===== src/design/wlmf_pkg.sv =====
`timescale 1ns / 1ps
`default_nettype none
// ----------------------------------------------------------------------------
// wlmf_pkg
// Shared types and constants of the 3x3 window LBP / median filter: field
// widths, mode and register codes, reset values, configuration struct.
// ----------------------------------------------------------------------------
package wlmf_pkg;

  // default parameter values
  localparam int DEF_MAX_WIDTH  = 1024;
  localparam int DEF_PIXEL_BITS = 16;

  // port field widths
  localparam int IO_PIXEL_W = 16;
  localparam int ROW_W      = 12;
  localparam int COL_W      = 10;

  // configuration field widths
  localparam int MODE_W = 2;
  localparam int LWID_W = 11;
  localparam int HGT_W  = 13;
  localparam int WGT_W  = 64;

  // width used to compare columns against the line width
  localparam int SIZE_W = 14;

  // window geometry
  localparam int WIN_DIM    = 3;
  localparam int WIN_N      = WIN_DIM * WIN_DIM;
  localparam int CENTRE_IDX = WIN_N / 2;
  localparam int NBR        = WIN_N - 1;
  localparam int MIN_SIZE   = WIN_DIM;
  localparam int HEIGHT_LIMIT = 4096;

  // lbp sum widths: pair sums and the full sum of eight bytes
  localparam int PSUM_W    = 9;
  localparam int LBP_SUM_W = 11;

  // apb port
  localparam int APB_ADDR_W = 5;
  localparam int APB_DATA_W = 64;
  localparam int REG_IDX_W  = 2;

  // filter modes
  localparam logic [MODE_W-1:0] MODE_COPY   = 2'd0;
  localparam logic [MODE_W-1:0] MODE_LBP    = 2'd1;
  localparam logic [MODE_W-1:0] MODE_MEDIAN = 2'd2;

  // register indexes
  localparam logic [REG_IDX_W-1:0] REG_MODE         = 2'd0;
  localparam logic [REG_IDX_W-1:0] REG_LINE_WIDTH   = 2'd1;
  localparam logic [REG_IDX_W-1:0] REG_FRAME_HEIGHT = 2'd2;
  localparam logic [REG_IDX_W-1:0] REG_WEIGHTS      = 2'd3;

  // reset values
  localparam logic [MODE_W-1:0] RST_MODE         = MODE_LBP;
  localparam logic [LWID_W-1:0] RST_LINE_WIDTH   = 11'd640;
  localparam logic [HGT_W-1:0]  RST_FRAME_HEIGHT = 13'd480;
  localparam logic [WGT_W-1:0]  RST_WEIGHTS      = 64'h8040_2010_0804_0201;

  typedef struct packed {
    logic [MODE_W-1:0] mode;
    logic [LWID_W-1:0] line_width;
    logic [HGT_W-1:0]  frame_height;
    logic [WGT_W-1:0]  weights;
  } cfg_t;

  // position of the window centre
  typedef struct packed {
    logic [ROW_W-1:0] row;
    logic [COL_W-1:0] col;
  } pos_t;

endpackage
`default_nettype wire


===== src/design/wlmf_regs.sv =====
`timescale 1ns / 1ps
`default_nettype none
// ----------------------------------------------------------------------------
// wlmf_regs
// APB configuration registers: mode, line width, frame height and the eight
// neighbour weights. Registers sit at 8-byte spacing on a 64-bit data bus.
// ----------------------------------------------------------------------------
module wlmf_regs (
  input  logic                             clk,
  input  logic                             rst,
  input  logic                             psel,
  input  logic                             penable,
  input  logic                             pwrite,
  input  logic [wlmf_pkg::APB_ADDR_W-1:0]  paddr,
  input  logic [wlmf_pkg::APB_DATA_W-1:0]  pwdata,
  output logic [wlmf_pkg::APB_DATA_W-1:0]  prdata,
  output logic                             pready,
  output wlmf_pkg::cfg_t                   cfg
);
  import wlmf_pkg::*;

  logic                 wr_en;
  logic [REG_IDX_W-1:0] reg_idx;

  assign pready  = 1'b1;
  assign wr_en   = psel && penable && pwrite && pready;
  assign reg_idx = paddr[APB_ADDR_W-1 -: REG_IDX_W];

  // register writes
  always_ff @(posedge clk) begin
    if (rst) begin
      cfg.mode         <= RST_MODE;
      cfg.line_width   <= RST_LINE_WIDTH;
      cfg.frame_height <= RST_FRAME_HEIGHT;
      cfg.weights      <= RST_WEIGHTS;
    end else if (wr_en) begin
      unique case (reg_idx)
        REG_MODE:         cfg.mode         <= pwdata[MODE_W-1:0];
        REG_LINE_WIDTH:   cfg.line_width   <= pwdata[LWID_W-1:0];
        REG_FRAME_HEIGHT: cfg.frame_height <= pwdata[HGT_W-1:0];
        REG_WEIGHTS:      cfg.weights      <= pwdata[WGT_W-1:0];
        default: ;
      endcase
    end
  end

  // read mux
  always_comb begin
    unique case (reg_idx)
      REG_MODE:         prdata = APB_DATA_W'(cfg.mode);
      REG_LINE_WIDTH:   prdata = APB_DATA_W'(cfg.line_width);
      REG_FRAME_HEIGHT: prdata = APB_DATA_W'(cfg.frame_height);
      REG_WEIGHTS:      prdata = APB_DATA_W'(cfg.weights);
      default:          prdata = '0;
    endcase
  end

endmodule
`default_nettype wire


===== config.mk =====
export PLATFORM = sky130hd
export DESIGN_NAME = wlmf_regs
export DESIGN_NICKNAME = d
export VERILOG_FILES = /design/src/design/wlmf_pkg.sv /design/src/design/wlmf_regs.sv
export SDC_FILE = /design/constraint.sdc
export NUM_CORES = 1
export LEC_CHECK = 0
export ABC_AREA = 0
export ABC_CLOCK_PERIOD_IN_PS = 1200
export BUFFER_PORTS_ARGS = -buffer_cell sky130_fd_sc_hd__buf_2
export CORE_UTILIZATION = 46
export CTS_CLUSTER_DIAMETER = 30
export DETAILED_ROUTE_END_ITERATION = 8
export PLACE_DENSITY = 0.85
export SYNTH_ARGS = -nofsm -noshare
export SYNTH_HDL_FRONTEND = slang
export SYNTH_SLANG_ARGS = --single-unit
export TNS_END_PERCENT = 1

===== constraint.sdc =====
create_clock -name clk -period 1.2 [get_ports clk]
set_input_delay 0.12 -clock clk [delete_from_list [all_inputs] [get_ports clk]]
set_output_delay 0.12 -clock clk [all_outputs]
set_load 0.01 [all_outputs]

======== Yosys cells after proc, flatten, opt, wreduce, memory -nomap -nowiden ========
Cells that the tools add are included.
operators by class
  equal/unequal tests ..................... 3
  multiplexer cells ....................... 1
  reductions and logical operators ........ 7
operators by type and width
  cell                  count
  $pmux W64 S4          1
  $reduce_and A2 Y1     4
  $eq A2 B2 Y1 const B  2
  $eq A2 B1 Y1 const B  1
  $logic_and A1 B1 Y1   2
  $logic_not A2 Y1      1
word-level totals
  register bits after elaboration ......... 90
  output and inout bits ................... 155

======== Longest topological paths before layout ========
  word-level depth ........................ 3
  mapped depth ............................ 5

======== Worst setup path after synthesis ========
Ideal clock, no wire load.
  path kind ............................... input port to flip-flop
  start ................................... in pwrite
  end ..................................... reg cfg[66] (netlist bit)
  path slack .............................. 0.119 ns
  setup time .............................. 0.072 ns
  cell stages on the path ................. 4
  arrival time ............................ 1.009 ns
  path buffers ............................ 1
  cell sequence ........................... nand3_2 > nor3b_2 > buf_4 > mux2i_1
on the way
  word-level cells in the longest chain between the ends .. 2
ends and longest elaborated chain
  item                         RTL line         RTL
  start: declaration           wlmf_regs.sv:13  input logic pwrite,
  $logic_and A1 B1 Y1          wlmf_regs.sv:26  assign wr_en = psel && penable && pwrite && pready;
  $reduce_and A2 Y1 (no line)  --
  end: declaration             wlmf_regs.sv:18  output wlmf_pkg::cfg_t cfg
Every way passes these cells.
A chain may end at the register's enable or synchronous reset.

======== Worst setup path after layout ========
  start ................................... reg cfg[0] (netlist bit)
  end ..................................... out prdata[0] (netlist bit)
on the way
  word-level cells in the longest chain between the ends .. 1
ends and longest elaborated chain
  item              RTL line         RTL
  $pmux W64 S4      wlmf_regs.sv:49  unique case (reg_idx)
  end: declaration  wlmf_regs.sv:16  output logic [wlmf_pkg::APB_DATA_W-1:0] prdata,
Every way passes these cells.

==> out/metrics.csv <==
stage,metric,value,unit
run_status,status,finished with violations,
run_status,failing checks,setup timing,
setup_path,WP data arrival,1.30,ns
logic_synthesis,post-synthesis cell type count,23,
cells_and_area,Top reg by flops,cfg,
clocking,Max Buffers Root-to-Sink,2,
global_route,largest net degree at the start of global routing,66,
cells_and_area,Top Registers,cfg: 90 flops,
floorplan,Boundary Pins,229,
detailed_routing,# DRC,0,
job,MaxCap Viol Count,0,
floorplan,chip width,101,um
clocking,CTS tree,built,
clocking,cts bufs inserted,9,
logic_synthesis,Synthesis Warnings,0,
setup_path,crit start category,flop,
detailed_routing,DRT antenna net count,0,
setup_path,Worst setup endpoint,prdata[0],
detailed_routing,routed vias,4619,
floorplan,Core Area,9370,sq um
placed_design,routability cong.,0.834,
clocking,root buf cell,clkbuf_8,
global_route,Overflow after GRT,0,
power_and_ir_drop,peak supply drop,0.629,mV
timing,Max Fclk,0.706,GHz
setup_path,Worst Reg2Reg Path Length in Cells,4,
timing,Max Transition Viols Final,0,
timing,RSZ-0062 raised after global routing,true,
setup_path,Reg2Reg Setup Slack,0.31,ns
power_and_ir_drop,sequential group share of total power,0.490,
clocking,Worst-path clk slew,0.10,ns
power_and_ir_drop,P_sw,1.57,mW
detailed_routing,detailed-route wire length,13300,um
power_and_ir_drop,clock power share,0.384,
timing,skew final,0,ns
logic_synthesis,syn avg cell area,8.43,sq um
power_and_ir_drop,Sw Share,0.252,
power_and_ir_drop,PwrDens,983,nW/um^2
logic_synthesis,synthesized flop and latch total,90,
cells_and_area,Synth-to-Final Area Change,41.0,%
setup_path,R2R Path Start,cfg[0],
logic_synthesis,Main synth FF type,dfxtp_1,
logic_synthesis,part of the Yosys area used for sequential elements,0.401,
timing,setup TNS,-2.01,ns
detailed_routing,initial DRC count,151,
floorplan,Rows,35,
detailed_routing,TritonRoute pass-1 iters,4,
logic_synthesis,"top cells by area, synth","dfxtp_1 40%, nand2b_1 11%, nor2b_1 8.2%",
logic_synthesis,top post-synthesis cells by count,"90 x dfxtp_1, 77 x nand2b_1, 72 x o21ai_0",
floorplan,Die Height,101,um
timing,Final setup violation count,11,
cells_and_area,final core utilization,0.677,
placed_design,IO buf count,224,
setup_path,CP Capture Type,output port,
setup_path,Worst R2R End,cfg[0],
setup_path,crit path max fanout,2,
cells_and_area,fin nets,829,
cells_and_area,Largest register FFs,90,
logic_synthesis,top cell type's share of synthesized area,0.401,
timing,final critical-path share of the clock period,1.18,
logic_synthesis,cells after synthesis,533,
logic_synthesis,post-synth top area cell,dfxtp_1,
cells_and_area,area of the multi-input gates,2490,sq um
global_route,number of global-route vias before repair,4202,
floorplan,Die ar.,10200,sq um
setup_path,Crit Path Category,reg -> out,
logic_synthesis,number of synthesized flops with an enable pin,0,
power_and_ir_drop,power share of the combinational group,0.126,
detailed_routing,wire per inst,15.0,um
placed_design,hpwl dp,9070,um
power_and_ir_drop,Pleak,3.18,nW
floorplan,Initial Util,0.480,
cells_and_area,layout cells sized above 1,0.409,
clocking,H-tree depth,3,
logic_synthesis,total nets after synthesis,607,
logic_synthesis,ys async rst share,0,
clocking,# clock sinks,90,
timing,final hold vios,0,
clocking,"Clk Latency, worst-skew pair",0.35,ns
logic_synthesis,"count leader, synth",dfxtp_1,
timing,min cycle time layout,1.42,ns
global_route,global-route wire length before repair,20000,um
hold_path,HP Class,in -> reg,
timing,Worst Slack Setup Final,-0.216,ns
global_route,antenna violations before repair,0,
setup_path,Worst Path Required,1.08,ns
cells_and_area,Diodes inserted,0,
logic_synthesis,area of the mapped netlist,4500,sq um
detailed_routing,Vias/cell,5.20,
cells_and_area,Seq. cell area,1840,sq um
global_route,GRT Resource Usage Total,0.249,
timing,hold slack,0.0139,ns
cells_and_area,# fillers,760,
setup_path,CP Launch Point,cfg[0],
power_and_ir_drop,Pint,4.67,mW
## kinds of logic (layout without fill, tap and decap cells)
group / after synthesis / after routing / share of synthesized area
DFF: 90 / 90 / 0.401
muxes: 47 / 47 / 0.113
other: 1 / 1 / 0.000834
buffers and inverters: 53 / 280 / 0.0484
and+or+nand+nor: 221 / 221 / 0.295
AOI/OAI and AO/OA: 121 / 121 / 0.142
## power by group through the flow
stage | Clock [mW] | Combinational, mW | Sequential [mW]
finish | 2.39 | 0.786 | 3.05
global placement | 0 | 0.709 | 3.12
detailed placement | 0 | 0.729 | 3.12
floorplan | 0 | 0.375 | 3.13
CTS | 2.43 | 0.772 | 3.05
global route | 2.58 | 0.847 | 3.06
## final cells by class
cell class / count / share of cell area
multi-input combinational: 390 / 0.393
sequential: 90 / 0.290
timing repair buffer: 264 / 0.254
tap: 129 / 0.0255
clock buffer: 10 / 0.0217
clock inverter: 6 / 0.0152
## cells in the final DEF, fill, tap and decap left out
cell	instances
buf_2	221
nand2b_1	77
o21ai_0	72
dfxtp_1	61
nor2b_1	59
and3_1	51
o21ai_1	40
mux2i_1	36
dfxtp_2	29
nor2_1	27
buf_4	15
dlygate4sd3_1	14
buf_12	11
clkbuf_8	10
a22o_1	9
mux2_2	5
mux2_4	4
buf_6	3
mux4_2	2
bufinv_16	2
nand3_2	1
nor3b_2	1
nand2_2	1
or2_2	1
nor2_4	1
nor3_1	1
nand4_1	1
conb_1	1
inv_8	1
clkinvlp_4	1
clkinv_4	1
inv_6	1
## repair_timing
item                                    in CTS  in global routing
buffers inserted                             3                  1
endpoints found under the setup margin      12                 17
hold buffers                                12                  2
resized for setup                           24                 12
pin swaps                                    0                  0
hold endpoints to repair                    12                  2
## through the flow
| stage | instance area, sq um | setup WS [ns] | power, mW | instances |
|---|---|---|---|---|
| CTS | 6290 | -0.228 | 6.26 | 886 |
| detailed placement | 5870 | -0.0119 | 3.85 | 855 |
| global placement | 5870 | 0.00511 | 3.83 | 855 |
| floorplan | 4500 | 0.119 | 3.51 | 533 |
| global route | 6340 | -0.255 | 6.48 | 889 |
| finish | 6340 | -0.216 | 6.23 | 889 |
## worst max-delay path, cell delays in order (launching register included)
cell and delay, ns:
dfxtp_2 0.34, mux4_2 0.47, buf_6 0.14
## per-layer routing
layer	GRT usage	wire (um)	vias to the layer above
met1	0.304	5730	2142
li1	-	-	2240
met2	0.443	6550	213
met4	0.0858	262	0
met3	0.0423	766	24
met5	0	0	-
## worst min path at each step
stage | startpoint | end | slack [ns] | cells after the start
global placement | pwdata[37] | cfg[37] | 0.37 | 3
CTS | pwdata[20] | cfg[20] | 0.0007 | 3
floorplan | pwdata[25] | cfg[25] | 0.27 | 2
detailed placement | pwdata[53] | cfg[53] | 0.38 | 3
global route | pwdata[60] | cfg[60] | 0.002 | 3
finish | pwdata[60] | cfg[60] | 0.01 | 3
Note: power is estimated with default switching activity, not from simulation.
