<file path="config.mk">
export PLATFORM = sky130hd
export DESIGN_NAME = wlmf_kernel
export DESIGN_NICKNAME = d
export VERILOG_FILES = /design/src/design/wlmf_pkg.sv /design/src/design/wlmf_kernel.sv
export SDC_FILE = /design/constraint.sdc
export NUM_CORES = 1
export LEC_CHECK = 0
export ABC_AREA = 0
export BUFFER_PORTS_ARGS = -buffer_cell sky130_fd_sc_hd__buf_2
export CAP_MARGIN = 20
export CORE_ASPECT_RATIO = 1.1
export CORE_MARGIN = 8
export CORE_UTILIZATION = 61
export CTS_CLUSTER_DIAMETER = 200
export CTS_CLUSTER_SIZE = 28
export DETAILED_ROUTE_END_ITERATION = 8
export PLACE_DENSITY = 0.82
export SLEW_MARGIN = 20
export SYNTH_ARGS = -nofsm -noshare
export SYNTH_HDL_FRONTEND = slang
export SYNTH_SLANG_ARGS = --single-unit
</file>
<file path="constraint.sdc">
create_clock -name clk -period 8.15 [get_ports clk]
set_input_delay 1.63 -clock clk [delete_from_list [all_inputs] [get_ports clk]]
set_output_delay 1.63 -clock clk [all_outputs]
set_load 0.03 [all_outputs]
</file>
<file path="src/design/wlmf_pkg.sv">
`timescale 1ns / 1ps
`default_nettype none
// ----------------------------------------------------------------------------
// wlmf_pkg
// Shared types and constants of the 3x3 window LBP / median filter: field
// widths, mode and register codes, reset values, configuration struct.
// ----------------------------------------------------------------------------
package wlmf_pkg;

  // default parameter values
  localparam int DEF_MAX_WIDTH  = 1024;
  localparam int DEF_PIXEL_BITS = 16;

  // port field widths
  localparam int IO_PIXEL_W = 16;
  localparam int ROW_W      = 12;
  localparam int COL_W      = 10;

  // configuration field widths
  localparam int MODE_W = 2;
  localparam int LWID_W = 11;
  localparam int HGT_W  = 13;
  localparam int WGT_W  = 64;

  // width used to compare columns against the line width
  localparam int SIZE_W = 14;

  // window geometry
  localparam int WIN_DIM    = 3;
  localparam int WIN_N      = WIN_DIM * WIN_DIM;
  localparam int CENTRE_IDX = WIN_N / 2;
  localparam int NBR        = WIN_N - 1;
  localparam int MIN_SIZE   = WIN_DIM;
  localparam int HEIGHT_LIMIT = 4096;

  // lbp sum widths: pair sums and the full sum of eight bytes
  localparam int PSUM_W    = 9;
  localparam int LBP_SUM_W = 11;

  // apb port
  localparam int APB_ADDR_W = 5;
  localparam int APB_DATA_W = 64;
  localparam int REG_IDX_W  = 2;

  // filter modes
  localparam logic [MODE_W-1:0] MODE_COPY   = 2'd0;
  localparam logic [MODE_W-1:0] MODE_LBP    = 2'd1;
  localparam logic [MODE_W-1:0] MODE_MEDIAN = 2'd2;

  // register indexes
  localparam logic [REG_IDX_W-1:0] REG_MODE         = 2'd0;
  localparam logic [REG_IDX_W-1:0] REG_LINE_WIDTH   = 2'd1;
  localparam logic [REG_IDX_W-1:0] REG_FRAME_HEIGHT = 2'd2;
  localparam logic [REG_IDX_W-1:0] REG_WEIGHTS      = 2'd3;

  // reset values
  localparam logic [MODE_W-1:0] RST_MODE         = MODE_LBP;
  localparam logic [LWID_W-1:0] RST_LINE_WIDTH   = 11'd640;
  localparam logic [HGT_W-1:0]  RST_FRAME_HEIGHT = 13'd480;
  localparam logic [WGT_W-1:0]  RST_WEIGHTS      = 64'h8040_2010_0804_0201;

  typedef struct packed {
    logic [MODE_W-1:0] mode;
    logic [LWID_W-1:0] line_width;
    logic [HGT_W-1:0]  frame_height;
    logic [WGT_W-1:0]  weights;
  } cfg_t;

  // position of the window centre
  typedef struct packed {
    logic [ROW_W-1:0] row;
    logic [COL_W-1:0] col;
  } pos_t;

endpackage
`default_nettype wire

</file>
<file path="src/design/wlmf_kernel.sv">
`timescale 1ns / 1ps
`default_nettype none
// ----------------------------------------------------------------------------
// wlmf_kernel
// Three-stage compute pipeline on a complete window: row sort and lbp compare,
// median-of-three merge and pair sums, then mode select into the output
// register. Each stage holds on downstream stall and collapses bubbles.
// ----------------------------------------------------------------------------
module wlmf_kernel #(
  parameter int PIXEL_BITS = wlmf_pkg::DEF_PIXEL_BITS
) (
  input  logic                            clk,
  input  logic                            rst,
  input  wlmf_pkg::cfg_t                  cfg,
  input  logic [PIXEL_BITS-1:0]           win [wlmf_pkg::WIN_N],
  input  wlmf_pkg::pos_t                  win_pos,
  input  logic                            win_valid,
  output logic                            win_ready,
  output logic                            out_valid,
  input  logic                            out_stall,
  output logic [wlmf_pkg::IO_PIXEL_W-1:0] value,
  output logic [wlmf_pkg::ROW_W-1:0]      centre_row,
  output logic [wlmf_pkg::COL_W-1:0]      centre_col
);
  import wlmf_pkg::*;

  function automatic logic [PIXEL_BITS-1:0] min3(input logic [PIXEL_BITS-1:0] a,
                                                 input logic [PIXEL_BITS-1:0] b,
                                                 input logic [PIXEL_BITS-1:0] c);
    logic ab, ac, bc;
    ab = a > b;
    ac = a > c;
    bc = b > c;
    if (!ab && !ac) return a;
    else if (!bc) return b;
    else return c;
  endfunction

  function automatic logic [PIXEL_BITS-1:0] max3(input logic [PIXEL_BITS-1:0] a,
                                                 input logic [PIXEL_BITS-1:0] b,
                                                 input logic [PIXEL_BITS-1:0] c);
    logic ba, ca, cb;
    ba = b > a;
    ca = c > a;
    cb = c > b;
    if (!ba && !ca) return a;
    else if (!cb) return b;
    else return c;
  endfunction

  function automatic logic [PIXEL_BITS-1:0] med3(input logic [PIXEL_BITS-1:0] a,
                                                 input logic [PIXEL_BITS-1:0] b,
                                                 input logic [PIXEL_BITS-1:0] c);
    logic ab, ac, bc;
    ab = a > b;
    ac = a > c;
    bc = b > c;
    if (ab == bc) return b;
    else if (ab != ac) return a;
    else return c;
  endfunction

  // handshake
  logic rdy_o, rdy_p2, rdy_p1;
  logic go_w;
  logic vp1, vp2;

  // stage 1 registers
  logic [PIXEL_BITS-1:0] p1_mn [WIN_DIM];
  logic [PIXEL_BITS-1:0] p1_md [WIN_DIM];
  logic [PIXEL_BITS-1:0] p1_mx [WIN_DIM];
  logic [NBR-1:0]        p1_mask;
  logic [PIXEL_BITS-1:0] p1_centre;
  pos_t                  p1_pos;
  logic [NBR-1:0]        ge_mask;

  // stage 2 registers
  logic [PIXEL_BITS-1:0] p2_lo, p2_mi, p2_hi;
  logic [PSUM_W-1:0]     p2_psum [NBR/2];
  logic [PIXEL_BITS-1:0] p2_centre;
  pos_t                  p2_pos;
  logic [PSUM_W-1:0]     psum [NBR/2];

  logic [LBP_SUM_W-1:0] lbp_sum;
  logic [IO_PIXEL_W-1:0] value_next;

  assign rdy_o     = !out_valid || !out_stall;
  assign rdy_p2    = !vp2 || rdy_o;
  assign rdy_p1    = !vp1 || rdy_p2;
  assign win_ready = rdy_p1;
  assign go_w      = win_valid && win_ready;

  // valid chain
  always_ff @(posedge clk) begin
    if (rst) begin
      vp1       <= 1'b0;
      vp2       <= 1'b0;
      out_valid <= 1'b0;
    end else begin
      vp1       <= go_w || (vp1 && !rdy_p2);
      vp2       <= (vp1 && rdy_p2) || (vp2 && !rdy_o);
      out_valid <= (vp2 && rdy_o) || (out_valid && out_stall);
    end
  end

  // neighbours at least the centre
  always_comb begin
    for (int k = 0; k < NBR; k++) begin
      ge_mask[k] = (k < CENTRE_IDX) ? (win[k] >= win[CENTRE_IDX])
                                    : (win[k + 1] >= win[CENTRE_IDX]);
    end
  end

  // stage 1: sort each row, lbp compares
  always_ff @(posedge clk) begin
    if (go_w) begin
      for (int r = 0; r < WIN_DIM; r++) begin
        p1_mn[r] <= min3(win[WIN_DIM*r], win[WIN_DIM*r + 1], win[WIN_DIM*r + 2]);
        p1_md[r] <= med3(win[WIN_DIM*r], win[WIN_DIM*r + 1], win[WIN_DIM*r + 2]);
        p1_mx[r] <= max3(win[WIN_DIM*r], win[WIN_DIM*r + 1], win[WIN_DIM*r + 2]);
      end
      p1_mask   <= ge_mask;
      p1_centre <= win[CENTRE_IDX];
      p1_pos    <= win_pos;
    end
  end

  // weighted pair sums
  always_comb begin
    for (int j = 0; j < NBR/2; j++) begin
      psum[j] = (p1_mask[2*j]     ? PSUM_W'(cfg.weights[16*j +: 8])     : '0) +
                (p1_mask[2*j + 1] ? PSUM_W'(cfg.weights[16*j + 8 +: 8]) : '0);
    end
  end

  // stage 2: merge rows, pair sums
  always_ff @(posedge clk) begin
    if (vp1 && rdy_p2) begin
      p2_lo     <= max3(p1_mn[0], p1_mn[1], p1_mn[2]);
      p2_mi     <= med3(p1_md[0], p1_md[1], p1_md[2]);
      p2_hi     <= min3(p1_mx[0], p1_mx[1], p1_mx[2]);
      p2_psum   <= psum;
      p2_centre <= p1_centre;
      p2_pos    <= p1_pos;
    end
  end

  // final sum and mode select
  always_comb begin
    lbp_sum = LBP_SUM_W'(p2_psum[0]) + LBP_SUM_W'(p2_psum[1]) +
              LBP_SUM_W'(p2_psum[2]) + LBP_SUM_W'(p2_psum[3]);
    case (cfg.mode)
      MODE_LBP:    value_next = IO_PIXEL_W'(lbp_sum);
      MODE_MEDIAN: value_next = IO_PIXEL_W'(med3(p2_lo, p2_mi, p2_hi));
      MODE_COPY:   value_next = IO_PIXEL_W'(p2_centre);
      default:     value_next = IO_PIXEL_W'(p2_centre);
    endcase
  end

  // output register
  always_ff @(posedge clk) begin
    if (vp2 && rdy_o) begin
      value      <= value_next;
      centre_row <= p2_pos.row;
      centre_col <= p2_pos.col;
    end
  end

  // a window taken from the window stage lands in stage 1
  assert property (@(posedge clk) disable iff (rst)
    go_w |=> vp1)
    else $error("window transaction dropped before stage 1");

  // a blocked stage 2 keeps its median candidates
  assert property (@(posedge clk) disable iff (rst)
    vp2 && !rdy_o |=> vp2 && $stable(p2_mi) && $stable(p2_pos))
    else $error("stage 2 changed while blocked");

endmodule
`default_nettype wire

</file>
* Word-level counts from Yosys, hierarchy flattened
Memories as Yosys holds them, arrays and structs flattened.
Cells that the tools add are included.
** Storage, ports and cells
- Register bits after elaboration :: 209
- RAM bits :: 144
- Bits of input ports :: 260
- Memories :: 3
** Operators by class
- Add/subtract/negate cells :: 7
- $lt $le $gt $ge :: 38
- Equal/unequal tests :: 12
- Multiplexer cells :: 46
- Reduce and logical (&&, ||, !) cells :: 42
** Memory list
- p1_md :: words 3, width 16, rd ports 3, clocked after Yosys merged registers in 0, wr ports 3, RTL line wlmf_kernel.sv:70 : logic [PIXEL_BITS-1:0] p1_md [WIN_DIM];
- p1_mn :: words 3, width 16, rd ports 3, clocked after Yosys merged registers in 0, wr ports 3, RTL line wlmf_kernel.sv:69 : logic [PIXEL_BITS-1:0] p1_mn [WIN_DIM];
- p1_mx :: words 3, width 16, rd ports 3, clocked after Yosys merged registers in 0, wr ports 3, RTL line wlmf_kernel.sv:71 : logic [PIXEL_BITS-1:0] p1_mx [WIN_DIM];
** Operator list (count)
- 2-to-1 mux 16 bit :: 35
- greater-than comparator 16 bit :: 30
- >= comparator 16 bit :: 8
- 2-to-1 mux 8 bit :: 8
- adder 8 x 8 -> 9 bit :: 4
- case mux 16 bit (2 select lines) :: 1
- logical NOT 1 bit :: 22
- logical AND 1 bit :: 14
- adder 10 x 9 -> 11 bit :: 1
- adder 11 x 9 -> 11 bit :: 1
- adder 9 x 9 -> 10 bit :: 1
- logical OR 1 bit :: 6
- == test 1 bit :: 5
- inequality test 1 bit :: 5
- == test 2 x 1 -> 1 bit (second input constant) :: 1
- == test 2 bit (second input constant) :: 1
- 2-to-1 mux 1 bit :: 2

* Logic depth before layout (Yosys ltp)
Gate-level depths: netlist of run 1.
- Depth after elaboration :: 7
- Mapped depth :: 14
- Gate-level depth less buffers :: 14

* Worst setup path before layout of run 1
No wires, ideal clock.
- Path type :: in2reg
- Start :: input out_stall
- End :: register p1_centre[0], enable pin
- Setup time :: 0.573 ns
- Arrival time :: 6.305 ns
- Data required time :: 7.577 ns
- Setup slack :: 1.272 ns
- Cell stages on the path :: 2
- Buffers on the path :: 0
- Path through :: nand4_1 and2_1
** On the way
- Word-level cells in the longest chain between the ends :: 5
** RTL lines
- start, declared :: RTL line wlmf_kernel.sv:20 : input logic out_stall,
- logical NOT 1 bit :: RTL line wlmf_kernel.sv:87 : assign rdy_o = !out_valid || !out_stall;
- logical OR 1 bit :: RTL line wlmf_kernel.sv:87
- logical OR 1 bit :: RTL line wlmf_kernel.sv:88 : assign rdy_p2 = !vp2 || rdy_o;
- logical OR 1 bit :: RTL line wlmf_kernel.sv:89 : assign rdy_p1 = !vp1 || rdy_p2;
- logical AND 1 bit :: RTL line wlmf_kernel.sv:91 : assign go_w = win_valid && win_ready;
- named net go_w :: RTL line wlmf_kernel.sv:65 : logic go_w;
- end signal, assigned :: RTL line wlmf_kernel.sv:123 : p1_centre <= win[CENTRE_IDX];
- end, declared :: RTL line wlmf_kernel.sv:73 : logic [PIXEL_BITS-1:0] p1_centre;
The timed path passes the listed nets, and every way through them passes these cells.
A chain may end at the register's enable or synchronous reset.

==> out/results.tsv, run 1 <==
metric	value	unit
pin_count	300	
min_from	p1_centre[8]	
finalSetupViolCount	0	
drc	0	
post-route-period-util	0.598	
layout-drive-gt1-share	0.121	
critPathRequiredTime	8.45	ns
dr.pass1.iters	6	
tns	0	ns
routed_wl	86.8	mm
ir_drop	0.140	mV
hpwl	71.5	mm
timing_worst_setup_path_type	in2reg	
worstPathArrival	5.17	ns
reg2reg_setup_slack	4.22	ns
seq_area_frac_synth	0.378	
fin_util	0.670	
startpoint_type	input pin	
clockBufferDepth	3	
powerDensity	188	nW/µm²
grt_pass1_wl	129	mm
gp_congestion	1.00	
hold_viol	0	
final_common_cell	ha_1	
pre_cts_ws	2.86	ns
die_h	240	µm
cts_inserted_buffers	16	
antenna_found_initial	9	
async_flop_share	0	
grt_max_degree	151	
syn_nets	3342	
die_w	220	µm
ys_ff_latch	353	
area_growth	8.93	%
clk_pin_slew	0.11	ns
fmax	205	MHz
holdWs	0.424	ns
hp-class	reg2reg	
grt-ovfl-total	0	
first_iter_violations	1803	
clkLatencyLatePin	0.54	ns
clock_skew	0.0202	ns
p_leak	14.6	nW
grt_pass1_vias	21900	
num_vias	21700	
track_usage	0.324	
htreeDepth	1	
synth-main-ff-cell	edfxtp_1	
slew_headroom	0.277	
postRouteAntennaNets	0	
r2r_start	p2_psum[1]	
wl_per_cell	25.3	µm
fin_crit	4.87	ns
crit_chain	buf_2, inv_1, ha_1, nand4_1, nor2_1, a21oi_1, o211ai_1, a31o_2, nand2_1, mux2i_1, mux2_4	
post_drt_via_cell_ratio	6.30	
end_kind	flop	
synth.avg_cell_area	10.8	µm²
dieArea	52900	µm²
core	45500	µm²
finalMaxSlewViolations	0	
synth_cells	2581	
cts_resized	0	
cts_tree	built	
critical_path.max_fanout	20	
cts_setup_buffers	0	
synth_edf_count	350	
nets	3594	
cts.sinks	353	
rows	82	
critPathMaxStageDelay	0.84	ns
fin_ws	3.28	ns
numPortBuffers	275	
cts-root-buf	clkbuf_16	
start_util	0.615	
yosys_warnings	0	
cpMaxStageDelayCell	nand2_1	
rsz0062_at_grt	no	
synth_area	27900	µm²
ctsHoldBuffers	0	
layout_common_cells	ha_1, edfxtp_1, inv_1, mux2i_1, buf_2	
power.total	5.72	mW
outcome	finished, final reports clean	
maxCapViolCount	0	
tightest_slew	1.08	ns
synth_cell_types	78	
worstSetupStartpoint	win[79]	
critical path, delay by kind of cell:
family,cells,cell delay (ns)
adders and majority gates,1,0.41
and+or+nand+nor,3,1.16
buffers and inverters,2,0.49
muxes,2,0.59
AOI/OAI and AO/OA,3,0.86
report_power, final:
| part | internal, mW | switching (mW) | leakage, nW | total [mW] |
|---|---|---|---|---|
| Sequential | 2.27 | 0.191 | 3.40 | 2.47 |
| Clock | 0.392 | 0.549 | 0.224 | 0.941 |
| Combinational | 0.955 | 1.36 | 11.0 | 2.31 |
metal layers:
metal  track usage  vias to the layer above  part of all wire
met1         0.406                    10400              0.40
met3        0.0484                      236             0.076
met2         0.530                      955              0.46
met5             0                        -           0.00078
li1              -                    10000                 -
met4         0.191                       14             0.065
Yosys cell counts (all sizes together), types with 30 or more instances:
cell / instances / area [µm²]
nand4: 76 / 475
nor2b: 30 / 195
nand2: 120 / 453
mux2i: 305 / 3050
a21oi: 146 / 746
and2: 59 / 369
a21o: 102 / 766
edfxtp: 350 / 10500
ha: 479 / 5990
o21ai: 140 / 708
inv: 326 / 1220
nor2: 70 / 263
cell type report:
class,instances,area (µm²)
clock buffers,23,448
multi-input cells,1853,15900
diodes,10,25.0
repair buffers,283,1480
flip-flops and latches,353,10600
well taps,588,736
inverters,326,1220
fillers,3489,15000
clock inverters,1,16.3
worst paths after layout:
kind | end | cells after the start
worst max-delay path | p1_mx[0][16] | 11
worst max register to register | value[9] | 14
worst min-delay path | p2_centre[8] | 0
worst min register to register | p2_centre[8] | 0
registers in the layout, indices dropped and copies added (netlist names), 10 cells and up:
name and cells:
p2_psum 36, value 16, centre_col 10, p1_mx 48
p1_mn 48, p2_centre 16, p2_pos 22, p1_pos 22
p2_mi 16, p2_hi 16, p1_md 48, centre_row 12
p1_centre 16, p2_lo 16
logic make-up (layout without fill, tap and decap cells):
group | Yosys count | in the layout | synth area share
buffers and inverters | 375 | 633 | 0.0540
XOR/XNOR | 38 | 38 | 0.0138
other | 0 | 10 | 0
AO/OA/AOI/OAI | 531 | 531 | 0.122
multiplexers | 322 | 322 | 0.116
AND/OR/NAND/NOR | 461 | 461 | 0.0853
flip-flops | 353 | 353 | 0.378
adder cells (fa/ha/maj) | 501 | 501 | 0.230
per-stage QoR:
stage                     instances  area (µm²)
after floorplan                2581       27900
final                          3437       30400
after global placement         3401       29900
after detailed placement       3403       29900
after global routing           3428       30400
after CTS                      3427       30400
Note: power is estimated with default switching activity, not from simulation.
==> inputs of run 2 (changes only) <==
ABC_AREA = 1   (was 0)
clock period = 5 ns   (was 8.15 ns; I/O delays follow)
==> run 2 against run 1 <==
Against the previous run:
- first-iteration DRC count increased by 44%
- wire length shrank 4.8%
- critical path depth increased by 2
- non-clock buffer count up 24
- sequential share of layout area fell by 0.64 points
- cell count rose by 22%
- sequential power increased by 64%
- synthesized area increased by 2.2%
- die area is 2.0% higher
- combinational power rose by 85%
==> out/results.tsv, run 2 <==
metric	value	unit
worstPathArrival	4.03	ns
synth_cell_types	59	
synth.top_cells.by_count	nand2_1, inv_1, ha_1	
tns	0	ns
synth-main-ff-cell	edfxtp_1	
holdWs	0.416	ns
core	46400	µm²
dieArea	54000	µm²
htreeDepth	1	
yosys-top-cells-area	edfxtp_1, ha_1, nand2_1	
critPathRequiredTime	5.34	ns
slew_headroom	0.319	
post_drt_via_cell_ratio	5.84	
cts_resized	0	
synth.avg_cell_area	8.53	µm²
layout_common_cells	nand2_1, inv_1, ha_1, edfxtp_1, a21oi_1	
yosys.area_share.xor_xnor	0.00977	
synth_top_area_share	0.368	
timing_worst_setup_path_type	in2reg	
postRouteAntennaNets	0	
grt_pass1_vias	23000	
pin_count	300	
track_usage	0.297	
synth_fa_ha_area_frac	0.225	
synth.largest_area_cell	edfxtp_1	
outcome	finished, final reports clean	
synth_compound_gate_area_share	0.142	
fmax	271	MHz
clock_skew	0.0389	ns
powerDensity	317	nW/µm²
yosys_warnings	0	
hpwl	67.2	mm
hold_viol	0	
cts-root-buf	clkbuf_16	
post-route-period-util	0.738	
maxCapViolCount	0	
clkLatencyLatePin	0.55	ns
yosysMostFrequentCell	nand2_1	
end_kind	flop	
startpoint_type	input pin	
ctsHoldBuffers	0	
area_growth	8.61	%
ir_drop	0.240	mV
cpMaxStageDelayCell	ha_1	
top_regs	p1_md x48, p1_mn x48, p1_mx x48	
cts.sinks	353	
synth_edf_count	350	
critPathMaxStageDelay	0.76	ns
p_leak	15.4	nW
dr.pass1.iters	6	
crit_chain	buf_2, inv_1, ha_1, nand2_1, inv_1, nand3_1, nor3_1, a21o_2, ha_1, nor2_1, a21oi_1, nand2_1, o21ai_1	
muxShareOfSynthArea	0	
gp_congestion	1.02	
synth_area	28500	µm²
nets	4348	
ys_ff_latch	353	
grt_max_degree	142	
layout-drive-gt1-share	0.114	
numPortBuffers	275	
antenna_found_initial	19	
yosys.area_share.simple	0.169	
first_iter_violations	2595	
finalSetupViolCount	0	
clockBufferDepth	3	
cts_setup_buffers	0	
rows	83	
finalMaxSlewViolations	0	
die_h	243	µm
cts_tree	built	
grt_pass1_wl	125	mm
async_flop_share	0	
crit_family	adder cells	
rsz0062_at_grt	no	
cts_inserted_buffers	16	
seq_area_frac_synth	0.370	
start_util	0.615	
final_common_cell	nand2_1	
syn_nets	4106	
num_vias	24500	
die_w	222	µm
synth_top_family_by_area	adder cells	
clk_pin_slew	0.11	ns
power.total	9.83	mW
wl_per_cell	19.7	µm
routed_wl	82.6	mm
synth_cells	3345	
crit_buf_inv	3	
tightest_slew	1.02	ns
fin_crit	3.69	ns
hp-class	reg2reg	
drc	0	
critical_path.max_fanout	32	
grt-ovfl-total	0	
[run 2: cell types whose count changed after synthesis, sizes merged, moves of 23 or more]
cell	previous run	this run
a21o	102	10
a21oi	146	331
and2	59	1
buf	23	50
inv	326	511
mux2i	305	0
nand2	120	773
nand3	23	122
nand4	76	37
nor2	70	141
nor2b	30	0
o21ai	140	318
xnor2	29	6
[run 2: cell families after synthesis]
family,after synthesis
flops,353
fa+ha+maj,501
xor+xnor,28
buf+inv,596
simple gates,1125
compound gates,742
[run 2: worst paths after layout]
kind	from	end	slack, ns	cells past startpoint
max reg2reg	p2_psum[10]	value[7]	1.51	17
max	win[95]	p1_md[0][18]	1.31	13
min	p1_centre[0]	p2_centre[0]	0.42	0
min reg2reg	p1_centre[0]	p2_centre[0]	0.42	0
[run 2: through the flow]
| stage | worst slack (ns) | instance area, µm² | utilization | instances |
|---|---|---|---|---|
| 2_1_floorplan | 0.547 | 28600 | - | 3345 |
| 3_3_place_gp | 1.11 | 30500 | 0.657 | 4163 |
| 3_5_place_dp | 1.02 | 30500 | 0.657 | 4163 |
| 4_1_cts | 1.51 | 30900 | 0.667 | 4185 |
| 5_1_grt | 1.23 | 31000 | 0.668 | 4190 |
| 6_report | 1.31 | 31000 | 0.668 | 4198 |
[run 2: area by class of cell]
type	count	area, µm²
fillers	3838	15400
inverters	513	1930
multi-input cells	2396	15600
clock inverters	1	16.3
flip-flops and latches	353	10600
clock buffers	21	440
repair buffers	307	1660
well taps	595	744
diodes	12	30.0
[run 2: per-layer routing]
metal | GRT usage | wire length (µm) | up-vias
met5 | 0 | 69 | -
met4 | 0.170 | 5150 | 10
met3 | 0.0551 | 7390 | 261
li1 | - | - | 11900
met1 | 0.360 | 31800 | 11200
met2 | 0.491 | 38200 | 1092
[run 2: report_power, final]
| part | switching (mW) | internal (mW) | total [mW] |
|---|---|---|---|
| combinational | 2.84 | 1.44 | 4.28 |
| clock | 0.873 | 0.632 | 1.51 |
| sequential | 0.284 | 3.77 | 4.05 |
| total | 3.99 | 5.84 | 9.83 |
